`src/rtl/hall_tach_pkg.sv`:
```
`default_nettype none

package hall_tach_pkg;

   // Field and register widths.
   localparam int TIME_W  = 32;
   localparam int SPEED_W = 16;
   localparam int REJ_W   = 20;
   localparam int STALL_W = 22;
   localparam int CSR_W   = 22;

   // Reset values of the configuration registers.
   localparam logic [REJ_W-1:0]   REJECT_RESET = 20'd3333;
   localparam logic [STALL_W-1:0] STALL_RESET  = 22'd500000;

   // Sensor edges per revolution; the ring spans two revolutions.
   localparam int TRIGGERS_PER_REV_DEF = 4;

   // Two revolutions expressed in microseconds times rpm.
   localparam int DVD_W = 27;
   localparam logic [DVD_W-1:0] RPM_DIVIDEND = 27'd120000000;

   localparam logic [SPEED_W-1:0] SPEED_MAX = 16'hFFFF;

   // Event kinds.
   typedef enum logic {
      OP_EDGE = 1'b0,
      OP_TICK = 1'b1
   } op_type;

   // Register indexes on the configuration port.
   typedef enum logic {
      CSR_REJECT = 1'b0,
      CSR_STALL  = 1'b1
   } csr_index_type;

endpackage

`default_nettype wire

```
`src/rtl/hall_tach_ram.sv`:
```
`default_nettype none

module hall_tach_ram #(
   parameter int WIDTH = 32,
   parameter int DEPTH = 9
) (
   input  wire logic                     clock,
   input  wire logic                     wr_en,
   input  wire logic [$clog2(DEPTH)-1:0] wr_addr,
   input  wire logic [WIDTH-1:0]         wr_data,
   input  wire logic [$clog2(DEPTH)-1:0] rd_addr,
   output logic      [WIDTH-1:0]         rd_data
);

   logic [WIDTH-1:0] mem_ff [DEPTH];
   logic [WIDTH-1:0] rd_data_ff;

   always_ff @(posedge clock) begin
      if (wr_en) begin
         mem_ff[wr_addr] <= wr_data;
      end
      rd_data_ff <= mem_ff[rd_addr];
   end

   assign rd_data = rd_data_ff;

endmodule

`default_nettype wire

```
`src/rtl/hall_tach_div.sv`:
```
`default_nettype none

// Restoring radix-2 divider of the fixed rpm dividend by a 32-bit span.
// One quotient bit per cycle; quotient bits beyond the speed width are kept
// as a sticky overflow that saturates the result. A zero span yields all ones
// in every step and therefore saturates as well.
module hall_tach_div (
   input  wire logic                               clock,
   input  wire logic                               reset,
   input  wire logic                               start,
   input  wire logic [hall_tach_pkg::TIME_W-1:0]   divisor,
   output logic                                    done,
   output logic      [hall_tach_pkg::SPEED_W-1:0]  quotient
);

   localparam int TW  = hall_tach_pkg::TIME_W;
   localparam int SW  = hall_tach_pkg::SPEED_W;
   localparam int DW  = hall_tach_pkg::DVD_W;
   localparam int CW  = $clog2(DW);

   logic          busy_ff, busy_in;
   logic          done_ff, done_in;
   logic [CW-1:0] cnt_ff, cnt_in;
   logic [TW-1:0] rem_ff, rem_in;
   logic [TW-1:0] div_ff, div_in;
   logic [DW-1:0] dvd_ff, dvd_in;
   logic [SW-1:0] quo_ff, quo_in;
   logic          ovf_ff, ovf_in;

   logic [TW:0]   rem_shift;
   logic [TW:0]   rem_sub;
   logic          fits;

   always_comb begin
      rem_shift = {rem_ff, dvd_ff[DW-1]};
      rem_sub   = rem_shift - {1'b0, div_ff};
      fits      = rem_shift >= {1'b0, div_ff};

      busy_in = busy_ff;
      done_in = 1'b0;
      cnt_in  = cnt_ff;
      rem_in  = rem_ff;
      div_in  = div_ff;
      dvd_in  = dvd_ff;
      quo_in  = quo_ff;
      ovf_in  = ovf_ff;

      if (start && !busy_ff) begin
         busy_in = 1'b1;
         cnt_in  = '0;
         rem_in  = '0;
         div_in  = divisor;
         dvd_in  = hall_tach_pkg::RPM_DIVIDEND;
         quo_in  = '0;
         ovf_in  = 1'b0;
      end else if (busy_ff) begin
         rem_in = fits ? rem_sub[TW-1:0] : rem_shift[TW-1:0];
         dvd_in = {dvd_ff[DW-2:0], 1'b0};
         quo_in = {quo_ff[SW-2:0], fits};
         ovf_in = ovf_ff | quo_ff[SW-1];
         cnt_in = cnt_ff + 1'b1;
         if (cnt_ff == CW'(DW - 1)) begin
            busy_in = 1'b0;
            done_in = 1'b1;
         end
      end
   end

   always_ff @(posedge clock) begin
      if (reset) begin
         busy_ff <= 1'b0;
         done_ff <= 1'b0;
         cnt_ff  <= '0;
      end else begin
         busy_ff <= busy_in;
         done_ff <= done_in;
         cnt_ff  <= cnt_in;
      end
      rem_ff <= rem_in;
      div_ff <= div_in;
      dvd_ff <= dvd_in;
      quo_ff <= quo_in;
      ovf_ff <= ovf_in;
   end

   assign done     = done_ff;
   assign quotient = ovf_ff ? hall_tach_pkg::SPEED_MAX : quo_ff;

endmodule

`default_nettype wire

```
`src/rtl/hall_tachometer_with_glitch_reject.sv`:
```
// Channel   Direction  Handshake            Payload
// req       in         req_valid/req_stall  req_op, req_time_us
// rsp       out        rsp_valid/rsp_stall  rsp_speed_rpm, rsp_edge_accepted
// csr       in         csr_write            csr_index, csr_wdata
//
// A sensor edge and a tick without a pending edge each take one bit-serial
// pass over the 32-bit timestamps. A tick with a pending edge adds two ring
// reads before the serial pass and a 27-step divider after it that produces
// one quotient bit per cycle. Reset is synchronous and clears the state, the
// ring valid bits and the configuration registers to their defaults. A
// stalled result waits in the output register while the next transaction is
// already accepted.
`default_nettype none

module hall_tachometer_with_glitch_reject #(
   parameter int TRIGGERS_PER_REV = hall_tach_pkg::TRIGGERS_PER_REV_DEF
) (
   input  wire logic                                clock,
   input  wire logic                                reset,
   // Event input.
   input  wire logic                                req_valid,
   output logic                                     req_stall,
   input  wire logic                                req_op,
   input  wire logic [hall_tach_pkg::TIME_W-1:0]    req_time_us,
   // Result output.
   output logic                                     rsp_valid,
   input  wire logic                                rsp_stall,
   output logic      [hall_tach_pkg::SPEED_W-1:0]   rsp_speed_rpm,
   output logic                                     rsp_edge_accepted,
   // Configuration writes.
   input  wire logic                                csr_write,
   input  wire logic                                csr_index,
   input  wire logic [hall_tach_pkg::CSR_W-1:0]     csr_wdata
);

   localparam int TW         = hall_tach_pkg::TIME_W;
   localparam int SW         = hall_tach_pkg::SPEED_W;
   localparam int RW         = hall_tach_pkg::REJ_W;
   localparam int STW        = hall_tach_pkg::STALL_W;
   localparam int RING_DEPTH = 2 * TRIGGERS_PER_REV + 1;
   localparam int IDX_W      = $clog2(RING_DEPTH);
   localparam int BIT_W      = $clog2(TW);

   // One-hot sequencer. A tick with a pending edge reads the newest and the
   // oldest stamp from the ring before the serial pass and divides after it.
   typedef enum logic [5:0] {
      S_IDLE   = 6'b000001,
      S_RD_NEW = 6'b000010,
      S_RD_OLD = 6'b000100,
      S_RD_CAP = 6'b001000,
      S_SERIAL = 6'b010000,
      S_DIVIDE = 6'b100000
   } state_type;

   // The finish step is folded into a flag so the result can wait for room
   // in the output register without an extra state.
   state_type        state_ff, state_in;
   logic             finish_ff, finish_in;

   // Configuration.
   logic [RW-1:0]    reject_ff, reject_in;
   logic [STW-1:0]   stall_ff, stall_in;

   // Architectural state.
   logic [IDX_W-1:0]      ring_index_ff, ring_index_in;
   logic [TW-1:0]         last_accept_ff, last_accept_in;
   logic                  pending_ff, pending_in;
   logic [SW-1:0]         speed_ff, speed_in;
   logic [RING_DEPTH-1:0] valid_ff, valid_in;

   // Current transaction.
   logic             op_ff;
   logic [TW-1:0]    time_ff;
   logic             calc_ff, calc_in;

   // Bit-serial datapath: shift registers feed one bit per cycle, LSB first.
   logic [TW-1:0]    ta_sh_ff, ta_sh_in;     // event time
   logic [TW-1:0]    tb_sh_ff, tb_sh_in;     // last accepted time
   logic [TW-1:0]    new_sh_ff, new_sh_in;   // newest ring stamp
   logic [TW-1:0]    old_sh_ff, old_sh_in;   // oldest ring stamp
   logic [TW-1:0]    span_ff, span_in;       // newest minus oldest, built MSB in
   logic             bor_t_ff, bor_t_in;
   logic             bor_s_ff, bor_s_in;
   logic             gt_rej_ff, gt_rej_in;
   logic             gt_stall_ff, gt_stall_in;
   logic [BIT_W-1:0] bit_cnt_ff, bit_cnt_in;

   // Output register.
   logic             rsp_valid_ff, rsp_valid_in;
   logic [SW-1:0]    rsp_speed_ff, rsp_speed_in;
   logic             rsp_acc_ff, rsp_acc_in;

   // Ring memory interface.
   logic             ram_wr_en;
   logic [IDX_W-1:0] ram_rd_addr;
   logic [TW-1:0]    ram_rd_data;
   logic             rd_valid_ff;

   // Divider interface.
   logic             div_start;
   logic             div_done;
   logic [SW-1:0]    div_quotient;

   logic             req_take;
   logic             slot_free;
   logic [IDX_W-1:0] index_next;
   logic [TW-1:0]    rej_ext;
   logic [TW-1:0]    stall_ext;
   logic             a_bit, b_bit, d_bit;
   logic             n_bit, o_bit, s_bit;
   logic             r_bit, t_bit;
   logic             last_bit;
   logic             edge_ok;

   assign req_stall = reset | (state_ff != S_IDLE) | finish_ff;
   assign req_take  = req_valid & !req_stall;
   assign slot_free = !rsp_valid_ff | !rsp_stall;

   // The slot after the newest entry holds the oldest stamp of the ring and
   // is also the slot that the next accepted edge overwrites.
   assign index_next = (ring_index_ff == IDX_W'(RING_DEPTH - 1)) ? '0
                                                                 : ring_index_ff + 1'b1;

   assign rej_ext   = {{(TW - RW){1'b0}}, reject_ff};
   assign stall_ext = {{(TW - STW){1'b0}}, stall_ff};

   assign last_bit = (bit_cnt_ff == BIT_W'(TW - 1));
   assign edge_ok  = (op_ff == hall_tach_pkg::OP_EDGE) & gt_rej_ff;

   assign ram_rd_addr = (state_ff == S_RD_NEW) ? ring_index_ff : index_next;
   assign ram_wr_en   = finish_ff & slot_free & edge_ok;

   hall_tach_ram #(
      .WIDTH (TW),
      .DEPTH (RING_DEPTH)
   ) u_ring (
      .clock   (clock),
      .wr_en   (ram_wr_en),
      .wr_addr (index_next),
      .wr_data (time_ff),
      .rd_addr (ram_rd_addr),
      .rd_data (ram_rd_data)
   );

   hall_tach_div u_div (
      .clock    (clock),
      .reset    (reset),
      .start    (div_start),
      .divisor  (span_in),
      .done     (div_done),
      .quotient (div_quotient)
   );

   always_comb begin
      // Serial bits of this cycle.
      a_bit = ta_sh_ff[0];
      b_bit = tb_sh_ff[0];
      d_bit = a_bit ^ b_bit ^ bor_t_ff;
      n_bit = new_sh_ff[0];
      o_bit = old_sh_ff[0];
      s_bit = n_bit ^ o_bit ^ bor_s_ff;
      r_bit = rej_ext[bit_cnt_ff];
      t_bit = stall_ext[bit_cnt_ff];

      state_in       = state_ff;
      finish_in      = finish_ff;
      reject_in      = reject_ff;
      stall_in       = stall_ff;
      ring_index_in  = ring_index_ff;
      last_accept_in = last_accept_ff;
      pending_in     = pending_ff;
      speed_in       = speed_ff;
      valid_in       = valid_ff;
      calc_in        = calc_ff;
      ta_sh_in       = ta_sh_ff;
      tb_sh_in       = tb_sh_ff;
      new_sh_in      = new_sh_ff;
      old_sh_in      = old_sh_ff;
      span_in        = span_ff;
      bor_t_in       = bor_t_ff;
      bor_s_in       = bor_s_ff;
      gt_rej_in      = gt_rej_ff;
      gt_stall_in    = gt_stall_ff;
      bit_cnt_in     = bit_cnt_ff;
      rsp_valid_in   = rsp_valid_ff & rsp_stall;
      rsp_speed_in   = rsp_speed_ff;
      rsp_acc_in     = rsp_acc_ff;
      div_start      = 1'b0;

      // Configuration writes must arrive only while the block is idle; the block itself does not enforce this.
      if (csr_write) begin
         case (csr_index)
            hall_tach_pkg::CSR_REJECT: reject_in = csr_wdata[RW-1:0];
            hall_tach_pkg::CSR_STALL:  stall_in  = csr_wdata[STW-1:0];
            default: ;
         endcase
      end

      case (state_ff)
         S_IDLE: begin
            if (req_take) begin
               ta_sh_in    = req_time_us;
               tb_sh_in    = last_accept_ff;
               new_sh_in   = '0;
               old_sh_in   = '0;
               bor_t_in    = 1'b0;
               bor_s_in    = 1'b0;
               gt_rej_in   = 1'b0;
               gt_stall_in = 1'b0;
               bit_cnt_in  = '0;
               calc_in     = (req_op == hall_tach_pkg::OP_TICK) & pending_ff;
               state_in    = ((req_op == hall_tach_pkg::OP_TICK) && pending_ff) ? S_RD_NEW
                                                                               : S_SERIAL;
            end
         end
         S_RD_NEW: begin
            state_in = S_RD_OLD;
         end
         S_RD_OLD: begin
            // Entries never written since reset read as zero.
            new_sh_in = rd_valid_ff ? ram_rd_data : '0;
            state_in  = S_RD_CAP;
         end
         S_RD_CAP: begin
            old_sh_in = rd_valid_ff ? ram_rd_data : '0;
            state_in  = S_SERIAL;
         end
         S_SERIAL: begin
            ta_sh_in    = {1'b0, ta_sh_ff[TW-1:1]};
            tb_sh_in    = {1'b0, tb_sh_ff[TW-1:1]};
            new_sh_in   = {1'b0, new_sh_ff[TW-1:1]};
            old_sh_in   = {1'b0, old_sh_ff[TW-1:1]};
            bor_t_in    = (!a_bit & b_bit) | (!(a_bit ^ b_bit) & bor_t_ff);
            bor_s_in    = (!n_bit & o_bit) | (!(n_bit ^ o_bit) & bor_s_ff);
            span_in     = {s_bit, span_ff[TW-1:1]};
            // Strictly-greater compares, decided by the highest differing bit.
            gt_rej_in   = (d_bit & !r_bit) | (!(d_bit ^ r_bit) & gt_rej_ff);
            gt_stall_in = (d_bit & !t_bit) | (!(d_bit ^ t_bit) & gt_stall_ff);
            bit_cnt_in  = bit_cnt_ff + 1'b1;
            if (last_bit) begin
               if (calc_ff) begin
                  div_start = 1'b1;
                  state_in  = S_DIVIDE;
               end else begin
                  state_in  = S_IDLE;
                  finish_in = 1'b1;
               end
            end
         end
         S_DIVIDE: begin
            if (div_done) begin
               state_in  = S_IDLE;
               finish_in = 1'b1;
            end
         end
         default: begin
            state_in = S_IDLE;
         end
      endcase

      // Commit the transaction once the output register has room.
      if (finish_ff && slot_free) begin
         finish_in    = 1'b0;
         rsp_valid_in = 1'b1;
         rsp_acc_in   = edge_ok;
         if (op_ff == hall_tach_pkg::OP_EDGE) begin
            rsp_speed_in = speed_ff;
            if (gt_rej_ff) begin
               ring_index_in       = index_next;
               last_accept_in      = time_ff;
               pending_in          = 1'b1;
               valid_in[index_next] = 1'b1;
            end
         end else begin
            pending_in = 1'b0;
            speed_in   = gt_stall_ff ? '0 : (calc_ff ? div_quotient : speed_ff);
            rsp_speed_in = speed_in;
         end
      end
   end

   always_ff @(posedge clock) begin
      if (reset) begin
         state_ff       <= S_IDLE;
         finish_ff      <= 1'b0;
         reject_ff      <= hall_tach_pkg::REJECT_RESET;
         stall_ff       <= hall_tach_pkg::STALL_RESET;
         ring_index_ff  <= '0;
         last_accept_ff <= '0;
         pending_ff     <= 1'b0;
         speed_ff       <= '0;
         valid_ff       <= '0;
         rsp_valid_ff   <= 1'b0;
         calc_ff        <= 1'b0;
         bit_cnt_ff     <= '0;
      end else begin
         state_ff       <= state_in;
         finish_ff      <= finish_in;
         reject_ff      <= reject_in;
         stall_ff       <= stall_in;
         ring_index_ff  <= ring_index_in;
         last_accept_ff <= last_accept_in;
         pending_ff     <= pending_in;
         speed_ff       <= speed_in;
         valid_ff       <= valid_in;
         rsp_valid_ff   <= rsp_valid_in;
         calc_ff        <= calc_in;
         bit_cnt_ff     <= bit_cnt_in;
      end
      if (req_take) begin
         op_ff   <= req_op;
         time_ff <= req_time_us;
      end
      ta_sh_ff     <= ta_sh_in;
      tb_sh_ff     <= tb_sh_in;
      new_sh_ff    <= new_sh_in;
      old_sh_ff    <= old_sh_in;
      span_ff      <= span_in;
      bor_t_ff     <= bor_t_in;
      bor_s_ff     <= bor_s_in;
      gt_rej_ff    <= gt_rej_in;
      gt_stall_ff  <= gt_stall_in;
      rsp_speed_ff <= rsp_speed_in;
      rsp_acc_ff   <= rsp_acc_in;
      rd_valid_ff  <= valid_ff[ram_rd_addr];
   end

   assign rsp_valid         = rsp_valid_ff;
   assign rsp_speed_rpm     = rsp_speed_ff;
   assign rsp_edge_accepted = rsp_acc_ff;

endmodule

`default_nettype wire

```
`config.mk`:
```
export PLATFORM = sky130hd
export DESIGN_NAME = hall_tachometer_with_glitch_reject
export DESIGN_NICKNAME = d
export VERILOG_FILES = /design/src/rtl/hall_tach_pkg.sv /design/src/rtl/hall_tach_ram.sv /design/src/rtl/hall_tach_div.sv /design/src/rtl/hall_tachometer_with_glitch_reject.sv
export SDC_FILE = /design/constraint.sdc
export NUM_CORES = 1
export LEC_CHECK = 0
export BUFFER_PORTS_ARGS = -buffer_cell sky130_fd_sc_hd__buf_2
export CORE_UTILIZATION = 30
export DETAILED_ROUTE_END_ITERATION = 8
export SLEW_MARGIN = 20
export SYNTH_ARGS = -nofsm -noshare
export SYNTH_HDL_FRONTEND = slang
export SYNTH_SLANG_ARGS = --single-unit
```
`constraint.sdc`:
```
create_clock -name clock -period 3.4 [get_ports clock]
set_input_delay 0.68 -clock clock [delete_from_list [all_inputs] [get_ports clock]]
set_output_delay 0.68 -clock clock [all_outputs]
set_load 0.05 [all_outputs]
```
==> qor.log, run 1 <==
qor: logic_synthesis.post_synth_top_area_share 49.3%
qor: grt.grt_use_met1 18.1%
qor: timing.grt_setup_unrepaired false
qor: route.routed_wire_length_per_instance 17.1 um
qor: layout.synth_to_final_area_change 16.0%
qor: timing.finClkSkew 0.0610 ns
qor: cts.cts_max_level 3
qor: logic_synthesis.synth.lib_cells_used.distinct 67
qor: timing.min_period 3.06 ns
qor: run_status.result_of_the_run completed
qor: logic_synthesis.synth.area.top_cells sky130_fd_sc_hd__edfxtp_1 (49%), sky130_fd_sc_hd__dfxtp_1 (17%), sky130_fd_sc_hd__nand2_1 (7.7%), sky130_fd_sc_hd__mux4_2 (5.7%), sky130_fd_sc_hd__a21oi_1 (2.0%)
qor: logic_synthesis.post-synth-top-area-cell sky130_fd_sc_hd__edfxtp_1
qor: cts.worstSkewPairLatency 0.64 ns
qor: placed_design.postPlaceCellArea 32800 um2
qor: critical_path.rr_worst_depth 10
qor: critical_path.r2r-start u_div.div_ff[12]
qor: hold_path.worst_hold_path_type primary input to flip-flop
qor: logic_synthesis.synth.most_common_cell sky130_fd_sc_hd__nand2_1
qor: placed_design.routabilityCongestion 0.846
qor: cts.clkSlewWorstSetupHoldPaths 0.06 ns
qor: grt.globalRouteMet3Util 2.58%
qor: critical_path.crit_path_start_kind flip-flop
qor: critical_path.cp.required 3.95 ns
qor: cts.postCtsResizedCells 0
qor: critical_path.critPathMaxStageDelay 0.55 ns
qor: logic_synthesis.ys_seq_elements 759
qor: timing.max_clock_freq 326 MHz
qor: layout.post_route_cells_drive_above_1_share 14.0%
qor: pwr.p_total 0.0207 W
qor: layout.layout.cell_area.non_filler 35400 um2
qor: logic_synthesis.syn_area_per_cell 12.4 um2
qor: cts.cts.path.max_buffers 3
qor: logic_synthesis.netlist_instances 2469
qor: layout.top_reg_by_flops u_ring.mem_ff
qor: logic_synthesis.summed_instance_area_of_the_synthesized_netlist 30600 um2
qor: cts.tritoncts done
qor: timing.setup_total_negative_slack 0 ns
qor: cts.ctsHoldBuffers 0
qor: timing.max-slew-margin-rel 34.3%
qor: timing.final.setup.worst_slack 0.337 ns
qor: cts.post-cts-setup-buffers 0
qor: logic_synthesis.ys_top_cells_by_count sky130_fd_sc_hd__nand2_1 (625), sky130_fd_sc_hd__edfxtp_1 (502), sky130_fd_sc_hd__dfxtp_1 (257), sky130_fd_sc_hd__a21oi_1 (124), sky130_fd_sc_hd__clkbuf_1 (123)
qor: critical_path.crit_slowest_cell sky130_fd_sc_hd__or4_1
qor: hold_path.min_path_cells 1
qor: critical_path.critPathBufInv 1
qor: logic_synthesis.count_of_flip_flops_with_a_built_in_enable_after_synthesis 502
qor: route.viasPerCell 4.79
qor: route.via_count 19000
qor: cts.numCtsBuffers 78
qor: die.floorplan.core_area 100000 um2
qor: layout.largest_reg_flops 288
qor: pwr.power.density 585 nW/um2
qor: logic_synthesis.ys_async_sr_fraction 0%
qor: timing.setup_viol 0
qor: placed_design.place.port_buffers 79
qor: grt.grt-busiest-layer met2
qor: grt.pin_count_of_the_biggest_net_entering_global_routing 105
qor: timing.timing.final.max_slew_violations 0
qor: logic_synthesis.synth.net_count 2575
qor: critical_path.reg2reg_setup_slack 0.34 ns
qor: grt.grt_pass1_vias 18600
qor: die.io-pin-count 80
qor: die.die_w 321 um
qor: pwr.vdd_ir_drop_max 0.000483 V
qor: route.first_pass_iteration_count_of_the_detailed_router 7
qor: hold_path.worst_hold_startpoint req_time_us[31]
qor: layout.finalNetCount 2644
qor: grt.grt_pass1_wl 107000 um
qor: layout.n_fill_cell 9780
qor: cts.clock_tree.root_cell sky130_fd_sc_hd__clkbuf_16
qor: logic_synthesis.yosys_most_used_dff sky130_fd_sc_hd__edfxtp_1
qor: critical_path.worst_r2r_endpoint u_div.rem_ff[16]
qor: die.floorplan.die.height 321 um
qor: job.max_cap_violations 0
qor: timing.final_min_period_over_clock_period 90.1%
qor: route.routed_wirelength 67800 um
qor: placed_design.hpwlAfterDp 40900 um
qor: critical_path.critical_path_class flip-flop to flip-flop
qor: cts.cts_sinks 759
qor: hold_path.holdPathEnd time_ff[31]
qor: timing.worst_slew_pin_slew 0.982 ns
qor: logic_synthesis.count_of_warnings_emitted_by_yosys 0
qor: grt.grt_antenna_before_repair 3
qor: logic_synthesis.ys_seq_area_share 66.2%
qor: critical_path.arrival 3.61 ns
qor: pwr.p_leak 12.8 nW
qor: grt.global_route.overflow_total 0
qor: die.initial_standard_cell_utilization_of_the_core 30.4%
qor: grt.globalRouteMet2Util 21.1%
qor: placed_design.place_ws 0.373 ns
qor: critical_path.critical_path_peak_fanout 23
qor: critical_path.critical_path_capture_point_type flip-flop
qor: critical_path.cp_top_delay_family compound AO/OA/AOI/OAI gates
qor: grt.grt_use_total 13.2%
qor: route.drt_iter0_drc 1520
qor: die.rows 116
qor: layout.utilization 35.3%
qor: route.drt.antenna.violating_nets 0
qor: route.drc_errors 0
qor: die.die_area 103000 um2
qor: timing.timing_hold_violations_final 0
qor: critical_path.worstPathCellList inv_1 > ha_1 > nand3_1 > nor2_1 > o21ai_0 > a2111oi_4 > o31ai_2 > o311a_4 > or4_1 > o211ai_1
worst register-to-register path: cells and delay by family, from the launching register on:
kind / cells / cell delay [ns]
buffers and inverters: 1 / 0.04
AND/OR/NAND/NOR: 3 / 0.83
adder cells (fa/ha/maj): 1 / 0.47
flip-flops: 1 / 0.33
AO/OA/AOI/OAI: 5 / 1.33
cell families (layout without fill, tap and decap cells):
family | Yosys count | after routing | synth area share, %
DFF | 759 | 759 | 66.2
adders and majority gates | 45 | 45 | 1.92
xor gates and xnor gates | 25 | 25 | 0.717
other | 0 | 2 | 0
and+or+nand+nor | 905 | 905 | 12.5
muxes | 114 | 114 | 6.93
AOI/OAI and AO/OA | 416 | 416 | 9.16
buffers and inverters | 205 | 339 | 2.63
report_power, final:
group	leakage, nW	total [W]	internal (W)	switching [W]
Clock	1.29	0.00878	0.00511	0.00367
Sequential	6.73	0.0108	0.0105	0.000261
Combinational	4.77	0.00119	0.000341	0.000845
Total	12.8	0.0207	0.0160	0.00477
routing by layer:
| metal | part of all wire (%) | wire (um) |
|---|---|---|
| met1 | 47 | 31900 |
| met2 | 45 | 30900 |
| met3 | 5.3 | 3600 |
| met4 | 2.1 | 1440 |
| met5 | 0.016 | 11 |
stage by stage:
step	std cells	hold slack (ns)
after floorplan	2469	0.410
after global placement	3815	0.424
after detailed placement	3815	0.422
after CTS	3960	0.173
after global routing	3961	0.198
final	3962	0.223
layout by cell type, fill, tap and decap left out, types with 7 or more instances in the layout:
cell type,count
sky130_fd_sc_hd__a211oi_1,7
sky130_fd_sc_hd__a21o_1,11
sky130_fd_sc_hd__a21oi_1,122
sky130_fd_sc_hd__a311oi_1,15
sky130_fd_sc_hd__a31oi_1,18
sky130_fd_sc_hd__a32o_1,62
sky130_fd_sc_hd__and2_1,7
sky130_fd_sc_hd__and3_1,18
sky130_fd_sc_hd__buf_12,14
sky130_fd_sc_hd__buf_2,78
sky130_fd_sc_hd__buf_4,46
sky130_fd_sc_hd__bufinv_16,7
sky130_fd_sc_hd__clkbuf_1,21
sky130_fd_sc_hd__clkbuf_16,79
sky130_fd_sc_hd__clkbuf_8,10
sky130_fd_sc_hd__clkinv_2,10
sky130_fd_sc_hd__dfxtp_1,255
sky130_fd_sc_hd__edfxtp_1,502
sky130_fd_sc_hd__ha_1,42
sky130_fd_sc_hd__inv_1,54
sky130_fd_sc_hd__mux2i_1,36
sky130_fd_sc_hd__mux4_2,78
sky130_fd_sc_hd__nand2_1,623
sky130_fd_sc_hd__nand2b_1,8
sky130_fd_sc_hd__nand3_1,58
sky130_fd_sc_hd__nand3b_1,15
sky130_fd_sc_hd__nand4_1,13
sky130_fd_sc_hd__nor2_1,97
sky130_fd_sc_hd__nor2b_1,9
sky130_fd_sc_hd__nor3_1,13
sky130_fd_sc_hd__o211ai_1,10
sky130_fd_sc_hd__o21ai_0,99
sky130_fd_sc_hd__o21bai_1,16
sky130_fd_sc_hd__o311ai_0,7
sky130_fd_sc_hd__o31ai_1,10
sky130_fd_sc_hd__or3_1,7
sky130_fd_sc_hd__xnor2_1,15
sky130_fd_sc_hd__xor2_1,10
worst max path at each step:
stage	from	endpoint	slack [ns]	cells after the start
2_1_floorplan	rsp_stall	u_ring.mem_ff[8][0]	0.04	5
3_3_place_gp	u_div.div_ff[12]	u_div.rem_ff[16]	0.43	10
3_5_place_dp	u_div.div_ff[12]	u_div.rem_ff[16]	0.37	10
4_1_cts	u_div.div_ff[12]	u_div.rem_ff[16]	0.33	10
5_1_grt	u_div.div_ff[24]	u_div.rem_ff[18]	0.04	11
6_report	u_div.div_ff[12]	u_div.rem_ff[16]	0.34	10
area by class of cell:
type                            instances  area [um2]  share of cell area, %
Sequential cell                       759       20200                   57.1
Clock buffer                          110        2190                   6.19
Multi-Input combinational cell       1505        9600                   27.1
Inverter                               56         214                  0.604
Timing Repair Buffer                  138        1020                   2.87
Antenna cell                            2        5.00                 0.0141
Tap cell                             1357        1700                   4.79
Clock inverter                         35         474                   1.34
No activity file was read; power rests on OpenSTA's default activity.
==> run 2: changes to the inputs <==
ABC_AREA = 1   (was default)
==> qor.log, run 2 <==
qor: route.drt_iter0_drc 1656 [was 1520]
qor: die.die_w 327 um [was 321 um]
qor: die.floorplan.core_area 104000 um2 [was 100000 um2]
qor: timing.timing_hold_violations_final 0 [unchanged]
qor: critical_path.critical_path_class flip-flop to primary output [was flip-flop to flip-flop]
qor: pwr.clock_power_share 39.4% [was 42.3%]
qor: timing.final_min_period_over_clock_period 75.8% [was 90.1%]
qor: timing.timing.final.max_slew_violations 0 [unchanged]
qor: pwr.combPwrFrac 9.4% [was 5.7%]
qor: route.via_count 21700 [was 19000]
qor: cts.clock_tree.root_cell sky130_fd_sc_hd__clkbuf_16 [unchanged]
qor: grt.grt_pass1_vias 21000 [was 18600]
qor: layout.top_reg_by_flops u_ring.mem_ff [unchanged]
qor: placed_design.routabilityCongestion 0.865 [was 0.846]
qor: pwr.switching_share 25.1% [was 23.0%]
qor: logic_synthesis.synth.area.top_cells sky130_fd_sc_hd__edfxtp_1 (48%), sky130_fd_sc_hd__dfxtp_1 (16%), sky130_fd_sc_hd__nand2_1 (8.9%), sky130_fd_sc_hd__o21ai_0 (4.7%), sky130_fd_sc_hd__nor2_1 (4.4%) [was sky130_fd_sc_hd__edfxtp_1 (49%), sky130_fd_sc_hd__dfxtp_1 (17%), sky130_fd_sc_hd__nand2_1 (7.7%), sky130_fd_sc_hd__mux4_2 (5.7%), sky130_fd_sc_hd__a21oi_1 (2.0%)]
qor: route.routed_wire_length_per_instance 15.7 um [was 17.1 um]
qor: logic_synthesis.synth.lib_cells_used.distinct 50 [was 67]
qor: logic_synthesis.yosys_most_used_dff sky130_fd_sc_hd__edfxtp_1 [unchanged]
qor: timing.grt_setup_unrepaired false [unchanged]
qor: cts.post-cts-setup-buffers 0 [unchanged]
qor: layout.n_fill_cell 10500 [was 9780]
qor: layout.layout.area.seq 20200 um2 [about the same]
qor: layout.largest_reg_flops 288 [unchanged]
qor: pwr.p_leak 13.9 nW [was 12.8 nW]
qor: timing.setup_viol 0 [unchanged]
qor: grt.grt_pass1_wl 117000 um [was 107000 um]
qor: layout.post_route_cells_drive_above_1_share 10.5% [was 14.0%]
qor: pwr.p_total 0.0225 W [was 0.0207 W]
qor: critical_path.crit_slowest_cell sky130_fd_sc_hd__dfxtp_1 [was sky130_fd_sc_hd__or4_1]
qor: route.first_pass_iteration_count_of_the_detailed_router 5 [was 7]
qor: logic_synthesis.synth.most_common_cell sky130_fd_sc_hd__nand2_1 [unchanged]
qor: route.routed_wirelength 72800 um [was 67800 um]
qor: placed_design.place.port_buffers 79 [unchanged]
qor: route.drc_errors 0 [unchanged]
qor: timing.setup_total_negative_slack 0 ns [unchanged]
qor: critical_path.crit_path_start_kind flip-flop [unchanged]
qor: layout.mostFrequentLayoutCells sky130_fd_sc_hd__nand2_1 (745), sky130_fd_sc_hd__edfxtp_1 (502), sky130_fd_sc_hd__nor2_1 (362) [was sky130_fd_sc_hd__nand2_1 (623), sky130_fd_sc_hd__edfxtp_1 (502), sky130_fd_sc_hd__dfxtp_1 (255)]
qor: hold_path.worst_hold_path_type primary input to flip-flop [unchanged]
qor: critical_path.critical_path_capture_point_type primary output [was flip-flop]
qor: grt.grt_use_total 13.6% [was 13.2%]
qor: logic_synthesis.syn_area_per_cell 10.0 um2 [was 12.4 um2]
qor: logic_synthesis.post_synth_top_area_share 47.7% [was 49.3%]
qor: logic_synthesis.count_of_flip_flops_with_a_built_in_enable_after_synthesis 502 [unchanged]
qor: logic_synthesis.post-synth-top-area-cell sky130_fd_sc_hd__edfxtp_1 [unchanged]
qor: die.floorplan.die.height 327 um [was 321 um]
qor: timing.max-slew-margin-rel 37.3% [was 34.3%]
qor: timing.max_clock_freq 388 MHz [was 326 MHz]
qor: route.viasPerCell 4.68 [was 4.79]
qor: grt.global_route.overflow_total 0 [unchanged]
qor: die.initial_standard_cell_utilization_of_the_core 30.4% [about the same]
qor: die.die_area 107000 um2 [was 103000 um2]
qor: critical_path.worstPathCellList nor2_4 > inv_1 > nor3_2 > nand3_1 > buf_2 [was inv_1 > ha_1 > nand3_1 > nor2_1 > o21ai_0 > a2111oi_4 > o31ai_2 > o311a_4 > or4_1 > o211ai_1]
qor: logic_synthesis.netlist_instances 3144 [was 2469]
qor: critical_path.arrival 1.90 ns [was 3.61 ns]
qor: logic_synthesis.ys_seq_elements 759 [unchanged]
qor: layout.layout.cell_area.non_filler 36200 um2 [was 35400 um2]
qor: cts.cts_sinks 759 [unchanged]
qor: cts.tritoncts done [unchanged]
qor: critical_path.critical_path_peak_fanout 5 [was 23]
qor: cts.postCtsResizedCells 0 [unchanged]
qor: die.rows 118 [was 116]
qor: grt.grt_antenna_before_repair 2 [was 3]
qor: run_status.result_of_the_run completed [unchanged]
qor: grt.grt_use_met1 19.2% [was 18.1%]
qor: placed_design.hpwlAfterDp 44100 um [was 40900 um]
qor: grt.globalRouteMet2Util 21.7% [was 21.1%]
qor: cts.worstSkewPairLatency 0.64 ns [about the same]
qor: pwr.power_report.internal_total 0.0168 W [was 0.0160 W]
qor: layout.multi_input_comb_area 9780 um2 [was 9600 um2]
qor: logic_synthesis.summed_instance_area_of_the_synthesized_netlist 31600 um2 [was 30600 um2]
qor: timing.min_period 2.58 ns [was 3.06 ns]
qor: grt.globalRouteMet3Util 2.13% [was 2.58%]
qor: timing.finClkSkew 0.0276 ns [was 0.0610 ns]
qor: logic_synthesis.ys_seq_area_share 64.0% [was 66.2%]
qor: logic_synthesis.count_of_warnings_emitted_by_yosys 0 [unchanged]
qor: layout.synth_to_final_area_change 14.7% [was 16.0%]
qor: layout.n_antenna_cell 0 [was 2]
qor: cts.clkSlewWorstSetupHoldPaths 0.06 ns [about the same]
qor: logic_synthesis.synth.net_count 3250 [was 2575]
qor: cts.cts.path.max_buffers 3 [unchanged]
qor: cts.numCtsBuffers 75 [was 78]
qor: cts.ctsHoldBuffers 0 [unchanged]
qor: layout.finalNetCount 3304 [was 2644]
qor: cts.cts_max_level 3 [unchanged]
qor: grt.pin_count_of_the_biggest_net_entering_global_routing 101 [was 105]
qor: grt.grt-busiest-layer met2 [unchanged]
qor: timing.worst_slew_pin_slew 0.940 ns [was 0.982 ns]
qor: pwr.vdd_ir_drop_max 0.000393 V [was 0.000483 V]
qor: route.drt.antenna.violating_nets 0 [unchanged]
qor: critical_path.critPathMaxStageDelay 0.36 ns [was 0.55 ns]
qor: die.io-pin-count 80 [unchanged]
qor: pwr.pwr-share-seq 51.3% [was 51.9%]
qor: layout.most_common_library_cell_in_the_layout_ignoring_fill_and_taps sky130_fd_sc_hd__nand2_1 [unchanged]
qor: logic_synthesis.ys_async_sr_fraction 0% [unchanged]
qor: pwr.total_switching_power 0.00564 W [was 0.00477 W]
qor: job.max_cap_violations 0 [unchanged]
qor: placed_design.postPlaceCellArea 33600 um2 [was 32800 um2]
qor: critical_path.cp.required 2.72 ns [was 3.95 ns]
qor: logic_synthesis.ys_top_cells_by_count sky130_fd_sc_hd__nand2_1 (746), sky130_fd_sc_hd__edfxtp_1 (502), sky130_fd_sc_hd__nor2_1 (367), sky130_fd_sc_hd__o21ai_0 (295), sky130_fd_sc_hd__dfxtp_1 (257) [was sky130_fd_sc_hd__nand2_1 (625), sky130_fd_sc_hd__edfxtp_1 (502), sky130_fd_sc_hd__dfxtp_1 (257), sky130_fd_sc_hd__a21oi_1 (124), sky130_fd_sc_hd__clkbuf_1 (123)]
qor: pwr.power.density 621 nW/um2 [was 585 nW/um2]
## run 2: cell count changes after synthesis, moves of 36 or more
| cell | change |
|---|---|
| sky130_fd_sc_hd__nand2_1 | +121 |
| sky130_fd_sc_hd__inv_1 | +194 |
| sky130_fd_sc_hd__o21ai_0 | +196 |
| sky130_fd_sc_hd__mux2i_1 | -36 |
| sky130_fd_sc_hd__a32o_1 | -62 |
| sky130_fd_sc_hd__mux4_2 | -78 |
| sky130_fd_sc_hd__a21oi_1 | -71 |
| sky130_fd_sc_hd__nor2_1 | +269 |
| sky130_fd_sc_hd__a22oi_1 | +40 |
| sky130_fd_sc_hd__o211ai_1 | +76 |
| sky130_fd_sc_hd__nand3_1 | +77 |
## run 2: power by group through the flow
stage	clock network (W)	registers, W	logic [W]
floorplan	0	0.0116	0.00140
finish	0.00885	0.0115	0.00211
CTS	0.00903	0.0115	0.00215
global route	0.00940	0.0116	0.00240
global placement	0	0.0117	0.00211
detailed placement	0	0.0117	0.00214
## run 2: logic make-up after synthesis
kind of cell | count (synthesis) | share of synthesized area, %
AOI/OAI and AO/OA | 565 | 11.0
and+or+nand+nor | 1334 | 17.2
DFF | 759 | 64.0
adders and majority gates | 45 | 1.85
buffers and inverters | 416 | 5.30
xor gates and xnor gates | 25 | 0.693
## run 2: metal layers
metal | part of all wire (%) | wire (um) | up-vias
li1 | - | - | 10700
met1 | 48 | 34700 | 10400
met2 | 45 | 33000 | 518
met3 | 5.2 | 3820 | 99
met4 | 1.7 | 1220 | 0
met5 | 0 | 0 | -
## run 2: worst paths after layout
check                             to  depth (start not counted)                 start  slack, ns
hold / removal            time_ff[4]                          1        req_time_us[4]       0.23
hold reg to reg   u_ring.rd_data[20]                          2  u_ring.mem_ff[8][20]       0.43
setup reg to reg    u_div.quo_ff[10]                         10         bit_cnt_ff[0]       0.86
setup / recovery           req_stall                          5           state_ff[4]       0.82
## run 2: stage by stage
stage | hold WS, ns | util (%) | setup WS, ns | instances
4_1_cts | 0.192 | 34.9 | 0.785 | 4640
3_5_place_dp | 0.429 | 32.3 | 0.747 | 4501
2_1_floorplan | 0.418 | - | -0.628 | 3144
6_report | 0.233 | 34.9 | 0.821 | 4640
5_1_grt | 0.215 | 34.9 | 0.586 | 4640
3_3_place_gp | 0.425 | 32.3 | 0.729 | 4501
## run 2: critical path: cells and delay by family, from the launching register on
kind	cells	cell delay, ns
simple gates	3	0.60
buf+inv	2	0.32
flops	1	0.36
## run 2: layout make-up
class | count | share of cell area [%]
inverter | 258 | 2.69
clock inverter | 40 | 1.61
multi-input combinational | 1969 | 27.0
timing repair buffer | 135 | 2.53
tap | 1380 | 4.76
clock buffer | 99 | 5.65
sequential | 759 | 55.8
